[config.mk]
export PLATFORM = sky130hd
export DESIGN_NAME = gpio_debounce_pulse_cell
export DESIGN_NICKNAME = d
export VERILOG_FILES = /design/src/rtl/gdpc_pkg.sv /design/src/rtl/gpio_debounce_pulse_cell.sv
export SDC_FILE = /design/constraint.sdc
export NUM_CORES = 1
export LEC_CHECK = 0
export BUFFER_PORTS_ARGS = -buffer_cell sky130_fd_sc_hd__buf_2
export CAP_MARGIN = 20
export CELL_PAD_IN_SITES_DETAIL_PLACEMENT = 0
export CELL_PAD_IN_SITES_GLOBAL_PLACEMENT = 1
export CORE_ASPECT_RATIO = 1.75
export CORE_MARGIN = 2
export CORE_UTILIZATION = 25
export DETAILED_ROUTE_END_ITERATION = 7
export GPL_ROUTABILITY_DRIVEN = 0
export PLACE_DENSITY_LB_ADDON = 0.1
export SYNTH_ARGS = -nofsm -noshare
export SYNTH_HDL_FRONTEND = slang
export SYNTH_SLANG_ARGS = --single-unit
[constraint.sdc]
create_clock -name clock -period 5.4 [get_ports clock]
set_input_delay 0 -clock clock [delete_from_list [all_inputs] [get_ports clock]]
set_output_delay 0 -clock clock [all_outputs]
set_load 0.02 [all_outputs]
[src/rtl/gdpc_pkg.sv]
// ---------------------------------------------------------------------------
// gdpc_pkg: shared types and constants for the GPIO debounce and pulse cell
// Word layouts, command and status codes, timer widths and the pad check.
// ---------------------------------------------------------------------------
package gdpc_pkg;

   // pulse timer width (8..32)
   localparam int PULSE_TIMER_BITS = 16;
   localparam logic [PULSE_TIMER_BITS-1:0] TIMER_MAX = '1;

   localparam int STEADY_BITS = 14;
   localparam logic [STEADY_BITS-1:0] STEADY_MAX = '1;
   localparam logic [STEADY_BITS-1:0] DEBOUNCE_MIN = 14'd5;
   localparam logic [STEADY_BITS-1:0] DEBOUNCE_MAX = 14'd10000;
   localparam logic [STEADY_BITS-1:0] DEBOUNCE_RESET = 14'd100;

   localparam int PIN_BITS = 6;
   localparam int LENGTH_BITS = 16;
   localparam int CSR_DATA_BITS = 14;
   localparam int CSR_INDEX_BITS = 2;

   // register indexes
   localparam logic [CSR_INDEX_BITS-1:0] CSR_DEBOUNCE_MS = 2'd0;
   localparam logic [CSR_INDEX_BITS-1:0] CSR_INVERT_ACTIVE = 2'd1;
   localparam logic [CSR_INDEX_BITS-1:0] CSR_PIN_NUMBER = 2'd2;
   localparam logic [CSR_INDEX_BITS-1:0] CSR_PIN_VALID = 2'd3;

   // commands
   localparam logic [2:0] CMD_NONE = 3'd0;
   localparam logic [2:0] CMD_SET_LEVEL = 3'd1;
   localparam logic [2:0] CMD_START_PULSE = 3'd2;
   localparam logic [2:0] CMD_TO_INPUT = 3'd3;
   localparam logic [2:0] CMD_TO_OUTPUT = 3'd4;

   // status
   localparam logic [2:0] STS_OK = 3'd0;
   localparam logic [2:0] STS_NOT_INIT = 3'd1;
   localparam logic [2:0] STS_PULSE_BUSY = 3'd2;
   localparam logic [2:0] STS_UNSAFE_PIN = 3'd3;
   localparam logic [2:0] STS_IGNORED = 3'd4;

   typedef struct packed {
      logic                   pad_level;
      logic [2:0]             command;
      logic                   drive_level;
      logic [LENGTH_BITS-1:0] pulse_length;
   } req_type;

   typedef struct packed {
      logic       output_enable;
      logic       pad_drive;
      logic       active;
      logic       stable_changed;
      logic       pulse_done;
      logic [2:0] command_status;
   } rsp_type;

   // strapping, flash and input-only pads may not change mode
   function automatic logic pad_is_safe(input logic [PIN_BITS-1:0] p);
      logic ok;
      ok = 1'b1;
      if (p == 6'd0 || p == 6'd2 || p == 6'd15) ok = 1'b0;
      if (p >= 6'd34 && p <= 6'd39) ok = 1'b0;
      if (p >= 6'd6 && p <= 6'd11) ok = 1'b0;
      return ok;
   endfunction

endpackage

[src/rtl/gpio_debounce_pulse_cell.sv]
// ---------------------------------------------------------------------------
// gpio_debounce_pulse_cell: GPIO cell with debounced input and one-shot output
// One word per millisecond tick: tick handling first, then the command.
// ---------------------------------------------------------------------------
//
//  channel | direction | handshake            | word
//  --------+-----------+----------------------+-----------------------------
//  req     | in        | req_valid/req_ready  | pad level, command, drive, length
//  rsp     | out       | rsp_valid/rsp_ready  | mode, drive, active, events, status
//  csr     | in        | csr_we (no wait)     | index + data, no read-back
//
//  Each accepted word is handled at once: the cell state and the result register
//  load on the same edge, so a word may enter every cycle while req_ready is high.
//  The single result register sets the rate; req_ready drops only while a
//  result is held and rsp_ready is low.
//  Reset is synchronous, active high; config returns to its reset values.
//
module gpio_debounce_pulse_cell (
   input  logic                              clock,
   input  logic                              reset,
   input  logic                              req_valid,
   output logic                              req_ready,
   input  gdpc_pkg::req_type                 req_data,
   output logic                              rsp_valid,
   input  logic                              rsp_ready,
   output gdpc_pkg::rsp_type                 rsp_data,
   input  logic                              csr_we,
   input  logic [gdpc_pkg::CSR_INDEX_BITS-1:0] csr_index,
   input  logic [gdpc_pkg::CSR_DATA_BITS-1:0]  csr_wdata
);
   import gdpc_pkg::*;

   // configuration
   logic [STEADY_BITS-1:0] debounce_ff;
   logic                   invert_ff;
   logic [PIN_BITS-1:0]    pin_ff;
   logic                   pin_valid_ff;

   // cell state
   logic                        output_mode_ff, output_mode_in;
   logic                        raw_level_ff, raw_level_in;
   logic                        stable_level_ff, stable_level_in;
   logic [STEADY_BITS-1:0]      steady_ff, steady_in;
   logic                        drive_ff, drive_in;
   logic                        pulse_running_ff, pulse_running_in;
   logic [PULSE_TIMER_BITS-1:0] elapsed_ff, elapsed_in;
   logic [PULSE_TIMER_BITS-1:0] target_ff, target_in;

   // result register
   logic    rsp_valid_ff;
   rsp_type rsp_ff, rsp_in;

   logic accept;
   logic [STEADY_BITS-1:0] debounce_wr;
   logic [32:0] len_wide;

   assign req_ready = !rsp_valid_ff || rsp_ready;
   assign accept    = req_valid && req_ready;
   assign rsp_valid = rsp_valid_ff;
   assign rsp_data  = rsp_ff;

   // debounce writes clamp into the legal window
   always_comb begin
      if (csr_wdata < DEBOUNCE_MIN) begin
         debounce_wr = DEBOUNCE_MIN;
      end else if (csr_wdata > DEBOUNCE_MAX) begin
         debounce_wr = DEBOUNCE_MAX;
      end else begin
         debounce_wr = csr_wdata;
      end
   end

   assign len_wide = 33'(req_data.pulse_length);

   always_comb begin
      logic       changed;
      logic       done;
      logic [2:0] status;
      logic       want;
      output_mode_in   = output_mode_ff;
      raw_level_in     = raw_level_ff;
      stable_level_in  = stable_level_ff;
      steady_in        = steady_ff;
      drive_in         = drive_ff;
      pulse_running_in = pulse_running_ff;
      elapsed_in       = elapsed_ff;
      target_in        = target_ff;
      changed          = 1'b0;
      done             = 1'b0;
      status           = STS_OK;
      want             = (req_data.command == CMD_TO_OUTPUT);

      // tick: debouncer, only when sampling in input mode with a valid pin
      if (!output_mode_ff && pin_valid_ff) begin
         if (req_data.pad_level == raw_level_ff) begin
            if (steady_ff != STEADY_MAX) steady_in = steady_ff + STEADY_BITS'(1);
            if (req_data.pad_level != stable_level_ff && steady_in >= debounce_ff) begin
               stable_level_in = req_data.pad_level;
               changed         = 1'b1;
            end
         end else begin
            raw_level_in = req_data.pad_level;
            steady_in    = '0;
         end
      end

      // tick: pulse timer, saturating
      if (pulse_running_ff) begin
         if (elapsed_ff != TIMER_MAX) elapsed_in = elapsed_ff + PULSE_TIMER_BITS'(1);
         if (elapsed_in >= target_ff) begin
            drive_in         = 1'b0;
            pulse_running_in = 1'b0;
            done             = 1'b1;
         end
      end

      // command
      case (req_data.command)
         CMD_NONE: begin
            status = STS_OK;
         end
         CMD_SET_LEVEL, CMD_START_PULSE: begin
            if (!output_mode_ff) begin
               status = STS_IGNORED;
            end else if (!pin_valid_ff) begin
               status = STS_NOT_INIT;
            end else if (req_data.command == CMD_SET_LEVEL) begin
               drive_in = req_data.drive_level;
            end else if (pulse_running_in) begin
               status = STS_PULSE_BUSY;
            end else begin
               drive_in         = 1'b1;
               pulse_running_in = 1'b1;
               elapsed_in       = '0;
               target_in        = (len_wide > 33'(TIMER_MAX)) ? TIMER_MAX
                                  : len_wide[PULSE_TIMER_BITS-1:0];
            end
         end
         CMD_TO_INPUT, CMD_TO_OUTPUT: begin
            if (want == output_mode_ff) begin
               status = STS_OK;
            end else if (!pin_valid_ff) begin
               status = STS_NOT_INIT;
            end else if (pulse_running_in) begin
               status = STS_PULSE_BUSY;
            end else if (!pad_is_safe(pin_ff)) begin
               status = STS_UNSAFE_PIN;
            end else begin
               drive_in         = 1'b0;
               pulse_running_in = 1'b0;
               if (!want) begin
                  raw_level_in    = req_data.pad_level;
                  stable_level_in = req_data.pad_level;
                  steady_in       = '0;
               end
               output_mode_in = want;
            end
         end
         default: begin
            status = STS_IGNORED;
         end
      endcase

      rsp_in.output_enable  = output_mode_in;
      rsp_in.pad_drive      = output_mode_in && drive_in;
      rsp_in.active         = (!stable_level_in) ^ invert_ff;
      rsp_in.stable_changed = changed;
      rsp_in.pulse_done     = done;
      rsp_in.command_status = status;
   end

   // configuration registers
   always_ff @(posedge clock) begin
      if (reset) begin
         debounce_ff  <= DEBOUNCE_RESET;
         invert_ff    <= 1'b0;
         pin_ff       <= '0;
         pin_valid_ff <= 1'b0;
      end else if (csr_we) begin
         case (csr_index)
            CSR_DEBOUNCE_MS:   debounce_ff  <= debounce_wr;
            CSR_INVERT_ACTIVE: invert_ff    <= csr_wdata[0];
            CSR_PIN_NUMBER:    pin_ff       <= csr_wdata[PIN_BITS-1:0];
            CSR_PIN_VALID:     pin_valid_ff <= csr_wdata[0];
            default:           pin_valid_ff <= pin_valid_ff;
         endcase
      end
   end

   // cell state advances once per accepted word
   always_ff @(posedge clock) begin
      if (reset) begin
         output_mode_ff   <= 1'b0;
         raw_level_ff     <= 1'b1;
         stable_level_ff  <= 1'b1;
         steady_ff        <= '0;
         drive_ff         <= 1'b0;
         pulse_running_ff <= 1'b0;
         elapsed_ff       <= '0;
         target_ff        <= '0;
      end else if (accept) begin
         output_mode_ff   <= output_mode_in;
         raw_level_ff     <= raw_level_in;
         stable_level_ff  <= stable_level_in;
         steady_ff        <= steady_in;
         drive_ff         <= drive_in;
         pulse_running_ff <= pulse_running_in;
         elapsed_ff       <= elapsed_in;
         target_ff        <= target_in;
      end
   end

   // result register: loads on accept, frees when taken
   always_ff @(posedge clock) begin
      if (reset) begin
         rsp_valid_ff <= 1'b0;
      end else if (accept) begin
         rsp_valid_ff <= 1'b1;
      end else if (rsp_ready) begin
         rsp_valid_ff <= 1'b0;
      end
   end

   always_ff @(posedge clock) begin
      if (accept) begin
         rsp_ff <= rsp_in;
      end
   end

`ifndef NO_ASSERTIONS
   // a pulse only runs in output mode
   a_pulse_needs_output: assert property (@(posedge clock) disable iff (reset)
      pulse_running_ff |-> output_mode_ff)
      else $error("pulse running in input mode");

   // the pad is never driven in input mode
   a_no_drive_in_input: assert property (@(posedge clock) disable iff (reset)
      (rsp_valid_ff && !rsp_ff.output_enable) |-> !rsp_ff.pad_drive)
      else $error("pad driven in input mode");

   // debounce window stays clamped
   a_debounce_window: assert property (@(posedge clock) disable iff (reset)
      (debounce_ff >= DEBOUNCE_MIN) && (debounce_ff <= DEBOUNCE_MAX))
      else $error("debounce time out of range");

   // a held result is not overwritten
   a_result_held: assert property (@(posedge clock) disable iff (reset)
      (rsp_valid_ff && !rsp_ready) |=> (rsp_valid_ff && $stable(rsp_ff)))
      else $error("stalled result changed");
`endif

endmodule
== Word-level counts from Yosys, hierarchy flattened ==
Index checks and enable logic that the tools add are counted.

* Bits in registers: 82
* Latch bits: 0
* RAM bits: 0
* Bits in read-only memories: 0
* Input port bits: 42
* Memories kept: 0

* Add/subtract/negate cells: 2
* Multipliers: 0
* Divide/modulo/power cells: 0
* Order comparisons: 9
* Equal/unequal tests: 14
* Shift-type cells: 0
* Muxes and demuxes: 84
* Bitwise operators: 3
* Reduce and logical (&&, ||, !) cells: 24

{| class="wikitable"
|+ Operators with widths
! cell !! count
|-
| $mux W14 || 13
|-
| $mux W16 || 9
|-
| $mux W1 || 51
|-
| $add A16 B1 Y16 const B || 1
|-
| $ge A16 B16 Y1 || 1
|-
| $gt A16 B16 Y1 const B || 1
|-
| $ne A16 B16 Y1 const B || 1
|-
| $add A14 B1 Y14 const B || 1
|-
| $ge A14 B14 Y1 || 1
|-
| $gt A14 B14 Y1 const B || 1
|-
| $lt A14 B3 Y1 const B || 1
|-
| $mux W2 || 7
|-
| $ne A14 B14 Y1 const B || 1
|-
| $reduce_and A2 Y1 || 5
|-
| $pmux W3 S3 || 1
|-
| $eq A3 B2 Y1 const B || 2
|-
| $eq A6 B2 Y1 const B || 1
|-
| $eq A6 B4 Y1 const B || 1
|-
| $ge A6 B3 Y1 const B || 1
|-
| $ge A6 B6 Y1 const B || 1
|-
| $le A6 B4 Y1 const B || 1
|-
| $le A6 B6 Y1 const B || 1
|-
| $logic_and A1 B1 Y1 || 6
|-
| $logic_not A6 Y1 || 1
|-
| 17 further kinds || 26
|}

== Longest topological paths before layout ==
Gate-level depths: netlist of the first run.

* Depth in word-level cells: 17
* Gate-level depth with buffers: 17
* Depth with buffers taken out: 15

== Worst setup path after synthesis of the first run ==
No wires, ideal clock.

* Kind: reg-to-reg
* From: register elapsed_ff[0]
* To: register target_ff[10]
* Library setup time: 0.128 ns
* Arrival: 3.556 ns
* Path slack: 1.716 ns
* Cell stages (with the launch flop): 18
* Clock period less this slack: 3.684 ns
* Path through: dfxtp_1 > ha_1 > and2_1 > nor4b_4 > nand3_4 > and2_4 > buf_6 > and2b_2 > xnor2_1 > ha_1 > a21oi_1 > o21ai_0 > a211oi_1 > o211ai_1 > nand3_1 > buf_4 > mux2i_1 > nor2_1

* Longest elaborated chain between the ends: 8
* Elaborated cells between the ends (all ways): 9
* Classes of those cells: add/sub (1); order compare (1); eq/ne (1); mux (4); bitwise (1); reduce/logical (1)

{| class="wikitable"
|+ RTL lines
! item !! RTL line !! text
|-
| start: declaration || gpio_debounce_pulse_cell.sv:46 || <nowiki>logic [PULSE_TIMER_BITS-1:0] elapsed_ff, elapsed_in;</nowiki>
|-
| start signal: assignment || gpio_debounce_pulse_cell.sv:208 || <nowiki>elapsed_ff <= elapsed_in;</nowiki>
|-
| $add A16 B1 Y16 or $ne A16 B16 Y1 (tied branches) || gpio_debounce_pulse_cell.sv:109 || <nowiki>if (elapsed_ff != TIMER_MAX) elapsed_in = elapsed_ff + PULSE_TIMER_BITS'(1);</nowiki>
|-
| $mux W16 (*) || gpio_debounce_pulse_cell.sv:109 ||
|-
| $mux W16 (*) || gpio_debounce_pulse_cell.sv:108 || <nowiki>if (pulse_running_ff) begin</nowiki>
|-
| $ge A16 B16 Y1 (*) || gpio_debounce_pulse_cell.sv:110 || <nowiki>if (elapsed_in >= target_ff) begin</nowiki>
|-
| $mux W1 (*) || gpio_debounce_pulse_cell.sv:110 ||
|-
| $mux W1 (*) || gpio_debounce_pulse_cell.sv:108 ||
|-
| $not A1 Y1 (no source line) (*) || n/a ||
|-
| $reduce_and A6 Y1 (no source line) (*) || n/a ||
|-
| end signal: assignment || gpio_debounce_pulse_cell.sv:209 || <nowiki>target_ff <= target_in;</nowiki>
|-
| end: declaration || gpio_debounce_pulse_cell.sv:47 || <nowiki>logic [PULSE_TIMER_BITS-1:0] target_ff, target_in;</nowiki>
|}

Every way passes the cells marked *; elsewhere a longest branch is shown, timed or not. The select of a mux whose other input is x is not followed.
A chain may end at the register's enable or synchronous reset.

== Worst setup path after layout of the first run ==
* From: register elapsed_ff[3]
* To: register elapsed_ff[3]

* Longest elaborated chain between the ends: 11
* Elaborated cells between the ends (all ways): 13
* Classes of those cells: add/sub (1); order compare (1); eq/ne (1); mux (10)

{| class="wikitable"
|+ RTL lines
! item !! RTL line !! text
|-
| $add A16 B1 Y16 or $ne A16 B16 Y1 (tied branches) || gpio_debounce_pulse_cell.sv:109 ||
|-
| $mux W16 || gpio_debounce_pulse_cell.sv:109 ||
|-
| $mux W16 || gpio_debounce_pulse_cell.sv:108 ||
|-
| $ge A16 B16 Y1 || gpio_debounce_pulse_cell.sv:110 ||
|-
| $mux W1 || gpio_debounce_pulse_cell.sv:110 ||
|-
| $mux W1 || gpio_debounce_pulse_cell.sv:108 ||
|-
| $mux W16 || gpio_debounce_pulse_cell.sv:129 || <nowiki>end else if (pulse_running_in) begin</nowiki>
|-
| $mux W16 || gpio_debounce_pulse_cell.sv:127 || <nowiki>end else if (req_data.command == CMD_SET_LEVEL) begin</nowiki>
|-
| $mux W16 || gpio_debounce_pulse_cell.sv:125 || <nowiki>end else if (!pin_valid_ff) begin</nowiki>
|-
| $mux W16 || gpio_debounce_pulse_cell.sv:123 || <nowiki>if (!output_mode_ff) begin</nowiki>
|-
| $mux W16 (*) || gpio_debounce_pulse_cell.sv:118 || <nowiki>case (req_data.command)</nowiki>
|}

Marks and branches as above.

==> flow_summary_export.csv, run 1 <==
group,metric,value,unit
pwr,switchingPower,0.339,mW
grt,antenna_found_initial,0,
logic_synthesis,yosys_register_bits,82,
logic_synthesis,syn_area,0.00484,sq mm
grt,grt_pass1_vias,4255,
logic_synthesis,syn_area_per_cell,8.39,sq um
clock_network,htree_num_levels,3,
clock_network,post-cts-setup-buffers,0,
routing,ant_nets,0,
die,core,0.0191,sq mm
pwr,vdd_drop_max,0.112,mV
routing,drt-initial-drc-count,147,
placement,dpl.cell_count,851,
placement,numPortBuffers,51,
placement,placed_area,0.00533,sq mm
die,die_w,109,microns
layout,drive_gt1_share,12.7,%
timing,finalCritPeriodShare,79.6,%
logic_synthesis,ys_seq_area_share,35.5,%
layout,nets,724,
clock_network,cts_resized,0,
min_path,worstHoldPathCells,3,
logic_synthesis,synth_top_area_cell,"dfxtp_1",
logic_synthesis,ys.flop_type,"dfxtp_1",
pwr,cellLeakagePower,2.54,nW
worst_setup_path,r2r_cells,14,
timing,rsz0062_at_grt,"false",
logic_synthesis,yosys_warnings,0,
flow_run,drv_cap,0,
worst_setup_path,critPathKind,"reg -> reg",
logic_synthesis,synthCells,577,
logic_synthesis,synth_edf_count,8,
grt,grtUsageTotal,15.1,%
worst_setup_path,end_kind,"flip-flop",
pwr,p_seq_share,45.5,%
timing,setup_viol,0,
logic_synthesis,synthArstFlopShare,0,%
die,pin_count,52,
worst_setup_path,cpPeakStageDelay,650,ps
layout,fin_util,31.0,%
layout,postLayoutCellArea,0.00593,sq mm
timing,fin_tns_setup,0,ps
worst_setup_path,path_common_cell,"a21oi_1",
timing,finalHoldViolCount,0,
timing,relSlewSlack,30.1,%
logic_synthesis,post-synth-top-count-cell,"nor2_1",
grt,grt_pass1_wl,23100,microns
layout,area_delta_synth_final,22.4,%
die,start_util,25.3,%
routing,drt_wl_total,14700,microns
min_path,hold_path_class,"in -> reg",
clock_network,cts_tree,"built",
logic_synthesis,yosys-top-cells-count,"77 x nor2_1, 74 x dfxtp_1, 40 x a21oi_1, 40 x inv_1, 35 x nand2_1",
routing,vias_per_cell,4.81,
timing,fin_hold_ws,13.7,ps
die,dieArea,0.0205,sq mm
pwr,p_comb_share,7.9,%
pwr,internal_power,1.04,mW
logic_synthesis,synth.distinct_cells,60,
clock_network,cts_buffers,9,
logic_synthesis,syn_nets,651,
worst_setup_path,critPathLaunchType,"flip-flop",
logic_synthesis,synth_area_leaders,"dfxtp_1 31%, ha_1 8.3%, nor2_1 6.0%",
pwr,pwr-share-clk,46.6,%
clock_network,clk_pin_slew,70,ps
worst_setup_path,cp_cell_sequence,"nand4_1 -> nor4b_4 -> nand3_4 -> and2_4 -> and2b_2 -> xnor2_1 -> ha_1 -> a21oi_1 -> o21ai_0 -> a211oi_1 -> o21ai_1 -> a21oi_1 -> a21oi_1 -> a311oi_1",
clock_network,cts_root_buf,"clkbuf_16",
routing,wl_per_cell,16.3,microns
routing,drc_errors,0,
outcome,status,"complete, no violations",
clock_network,cts_max_path_buffers,2,
worst_setup_path,crit_path_top_delay_cell,"a21oi_1",
timing,slew_viol_final,0,
routing,drtPass1Iterations,4,
die,rows,67,
timing,fmax,0.233,GHz
grt,grt.overflow.total,0,
timing,post-route-min-period,4300,ps
worst_setup_path,cp.arrival,4550,ps
worst_setup_path,cp_max_fo,9,
worst_setup_path,cp_data_required_time,5650,ps
grt,grt_max_degree,53,
logic_synthesis,synth_top_area_share,30.6,%
die,die_y,188,microns
clock_network,clock_sinks,82,
placement,dpl.hpwl,11300,microns
pwr,powerDensity,233,mW/mm^2
timing,worstMarginPinSlew,1050,ps
routing,vias,4314,
layout,fin_cells,897,
clock_network,clock_latency,360,ps
timing,skew,11.0,ps
pwr,switching_share,24.5,%
## cell families (layout without fill, tap and decap cells)
kind of cell / after synthesis / count (layout) / synth area share [%]
simple gates: 207 / 207 / 21.4
mux: 30 / 30 / 6.25
flops: 82 / 82 / 35.5
other cells: 0 / 1 / 0
xor+xnor: 23 / 23 / 4.16
compound gates: 141 / 141 / 19.3
buf+inv: 62 / 140 / 5.11
fa+ha+maj: 32 / 32 / 8.27
## path summary, 6_finish.rpt
path	from	end	slack, ps
max	elapsed_ff[3]$_SDFFE_PP0P_	elapsed_ff[3]$_SDFFE_PP0P_	1100
min	req_data[20]	raw_level_ff$_SDFFE_PP1P_	10
max reg2reg	elapsed_ff[3]$_SDFFE_PP0P_	elapsed_ff[3]$_SDFFE_PP0P_	1100
min reg2reg	debounce_ff[5]$_SDFFE_PP1P_	debounce_ff[5]$_SDFFE_PP1P_	500
## flip-flops by register name (all words and copies together) (netlist names), 6 cells and up
signal and count:
rsp_data 8, debounce_ff 14, pin_ff 6, target_ff 16, elapsed_ff 16, steady_ff 14
## layout by cell type, fill, tap and decap left out, types with 9 or more instances in the layout
master / n
a21o_1: 11
mux2i_1: 28
o21ai_0: 22
dfxtp_1: 74
nand2_1: 35
a21oi_1: 40
and3_1: 10
dlygate4sd3_1: 29
a22oi_1: 13
clkbuf_16: 9
nor3_1: 15
buf_2: 51
inv_1: 40
nand2b_1: 14
nand3_1: 19
nor2_1: 77
xnor2_1: 18
ha_1: 32
a22o_1: 9
## routing by layer
metal / part of all wire (%) / global-route usage (%)
met5: 0 / 0
met4: 1.6 / 4.72
met3: 2.6 / 2.68
met2: 60 / 30.5
met1: 36 / 14.8
## metrics by stage
step	total power [mW]	setup WS, ps
after floorplan	0.695	1720
after global placement	0.738	1120
after detailed placement	0.740	1050
after CTS	1.41	1030
after global routing	1.45	632
final	1.38	1100
## power groups by stage
stage	clock network, mW	logic (mW)	registers, mW
after global placement	0	0.0943	0.644
after global routing	0.694	0.122	0.631
after floorplan	0	0.0484	0.647
after CTS	0.670	0.112	0.630
final	0.644	0.110	0.630
after detailed placement	0	0.0956	0.644
## worst max-delay path, delay by kind of cell, from the launching register on
kind	cells	cell delay, ps
AOI/OAI and AO/OA	7	1930
xor gates and xnor gates	1	170
adders and majority gates	1	270
DFF	1	450
and+or+nand+nor	5	1370
## layout make-up
type	count	area (sq um)
fill	2101	13200
multi-input combinational	433	2870
sequential	82	1720
timing repair buffer	84	576
tap	241	302
clock buffer	11	243
inverter	40	150
clock inverter	5	60.1
antenna	1	2.50
## what timing repair did
| item | in CTS | in global routing |
|---|---|---|
| endpoints found under the hold margin | 33 | 0 |
| endpoints found under the setup margin | 0 | 0 |
| hold buffers | 29 | 0 |
Note: power is estimated with default switching activity, not from simulation.
==> run 2, diff against run 1 <==
==> constraint.sdc (replaced) <==
create_clock -name clock -period 3.7 [get_ports clock]
set_input_delay 0 -clock clock [delete_from_list [all_inputs] [get_ports clock]]
set_output_delay 0 -clock clock [all_outputs]
set_load 0.02 [all_outputs]
==> flow_summary_export.csv, run 2 (synthesis gave the netlist of run 1 again) <==
group,metric,value,unit
layout,seq_area,0.00172,sq mm
layout,area_delta_synth_final,28.4,%
placement,dpl.hpwl,11700,microns
die,die_y,188,microns
timing,rsz0062_at_grt,"false",
routing,vias_per_cell,4.86,
grt,grt_pass1_wl,24100,microns
worst_setup_path,cp_data_required_time,3780,ps
grt,grt.overflow.total,0,
worst_setup_path,cpPeakStageDelay,390,ps
die,rows,67,
timing,fmax,0.289,GHz
worst_setup_path,end_kind,"flip-flop",
timing,post-route-min-period,3470,ps
layout,layout_commonest_cell,"nor2_1",
die,pin_count,52,
routing,vias,4497,
placement,numPortBuffers,51,
timing,skew,9.48,ps
worst_setup_path,cp.arrival,3540,ps
clock_network,cts_max_path_buffers,2,
timing,setup_viol,0,
routing,drtPass1Iterations,4,
pwr,finalPower,2.04,mW
clock_network,clk_pin_slew,70,ps
worst_setup_path,critPathLaunchType,"flip-flop",
timing,finalCritPeriodShare,93.7,%
clock_network,cts_tree,"built",
min_path,holdPathEnd,"invert_ff$_SDFFE_PP0P_",
worst_setup_path,cp_cell_sequence,"ha_1 -> and2_1 -> nor4b_4 -> nand3_4 -> and2_4 -> nand2_1 -> xnor2_1 -> ha_1 -> a21oi_2 -> o21ai_2 -> a211oi_2 -> o21ai_2 -> or3_1 -> a21oi_2 -> a2111oi_2",
layout,nFillCells,2038,
layout,multi_input_comb_area,0.00293,sq mm
layout,layout_common_cells,"77 x nor2_1, 74 x dfxtp_1, 51 x buf_2, 40 x inv_1, 38 x a21oi_1",
layout,top_regs,"elapsed_ff x16, target_ff x16",
routing,drt-initial-drc-count,132,
worst_setup_path,rrSetupSlack,230,ps
pwr,vdd_drop_max,0.164,mV
pwr,cellLeakagePower,2.73,nW
min_path,worstHoldPathCells,4,
layout,nets,754,
clock_network,cts_root_buf,"clkbuf_16",
worst_setup_path,cp_max_fo,8,
worst_setup_path,r2r_end,"rsp_data[6]$_DFFE_PP_",
routing,drc_errors,0,
timing,fin_hold_ws,45.2,ps
grt,grt_max_degree,39,
min_path,min_from,"csr_index[1]",
clock_network,clock_sinks,82,
timing,worstMarginPinSlew,871,ps
worst_setup_path,crit_path_top_delay_cell,"or3_1",
grt,grt_pass1_vias,4623,
worst_setup_path,rr_startpoint,"elapsed_ff[0]$_SDFFE_PP0P_",
worst_setup_path,critPathKind,"reg -> reg",
die,dieArea,0.0205,sq mm
grt,antenna_found_initial,0,
flow_run,drv_cap,0,
layout,num_antenna_cells,0,
layout,drive_gt1_share,18.1,%
clock_network,clock_latency,350,ps
timing,finalHoldViolCount,0,
min_path,hold_path_class,"in -> reg",
routing,ant_nets,0,
die,start_util,25.3,%
clock_network,htree_num_levels,3,
outcome,status,"complete, no violations",
timing,slew_viol_final,0,
grt,grtUsageTotal,15.7,%
die,die_w,109,microns
worst_setup_path,r2r_cells,15,
routing,drt_wl_total,15300,microns
clock_network,cts_buffers,9,
timing,relSlewSlack,41.5,%
pwr,powerDensity,327,mW/mm^2
routing,wl_per_cell,16.6,microns
die,core,0.0191,sq mm
[run 2: metal layers]
metal | wire length (microns) | global-route usage (%)
met1 | 5750 | 15.0
met3 | 267 | 2.50
met2 | 8910 | 31.4
met4 | 408 | 6.96
met5 | 0 | 0
[run 2: where the power goes]
part | internal (mW) | switching (mW)
combinational | 0.0725 | 0.0927
clock | 0.547 | 0.405
sequential | 0.911 | 0.00808
total | 1.53 | 0.506
[run 2: final cells by class]
cell class | count | area share (%)
timing repair buffer | 114 | 13.1
tap | 241 | 4.85
inverter | 40 | 2.41
clock buffer | 11 | 3.90
multi-input combinational | 433 | 47.1
sequential | 82 | 27.7
clock inverter | 5 | 0.966
[run 2: how the worst max path moves through the flow]
stage / cells past startpoint / end / from
floorplan: 17 / target_ff[10]$_SDFFE_PP0P_ / elapsed_ff[0]$_SDFFE_PP0P_
global placement: 16 / steady_ff[6]$_SDFFE_PP0P_ / elapsed_ff[0]$_SDFFE_PP0P_
detailed placement: 16 / steady_ff[6]$_SDFFE_PP0P_ / elapsed_ff[0]$_SDFFE_PP0P_
CTS: 15 / rsp_data[6]$_DFFE_PP_ / elapsed_ff[0]$_SDFFE_PP0P_
global route: 16 / rsp_data[7]$_DFFE_PP_ / elapsed_ff[1]$_SDFFE_PP0P_
finish: 15 / rsp_data[6]$_DFFE_PP_ / elapsed_ff[0]$_SDFFE_PP0P_
[run 2: what timing repair did]
action	4_1_cts	5_1_grt
hold buffers	30	0
buffers inserted	1	0
pin swaps	1	3
setup endpoints to repair	44	43
hold endpoints to repair	35	0
gates resized for setup	4	13
[run 2: worst max-delay path, delay by kind of cell, from the launching register on]
kind	cells	cell delay, ps
compound gates	6	960
xor+xnor	1	170
fa+ha+maj	2	490
flops	1	340
simple gates	6	1250
[run 2: stage by stage]
stage,TNS [ps],instances,util (%),cell area (sq um),setup slack (ps)
CTS,0,926,32.3,6170,76.4
global placement,-809,879,29.1,5560,-76.1
detailed placement,-2040,879,29.1,5560,-138
floorplan,0,577,-,4840,16.5
global route,0,926,32.5,6220,0.567
finish,0,926,32.5,6220,234
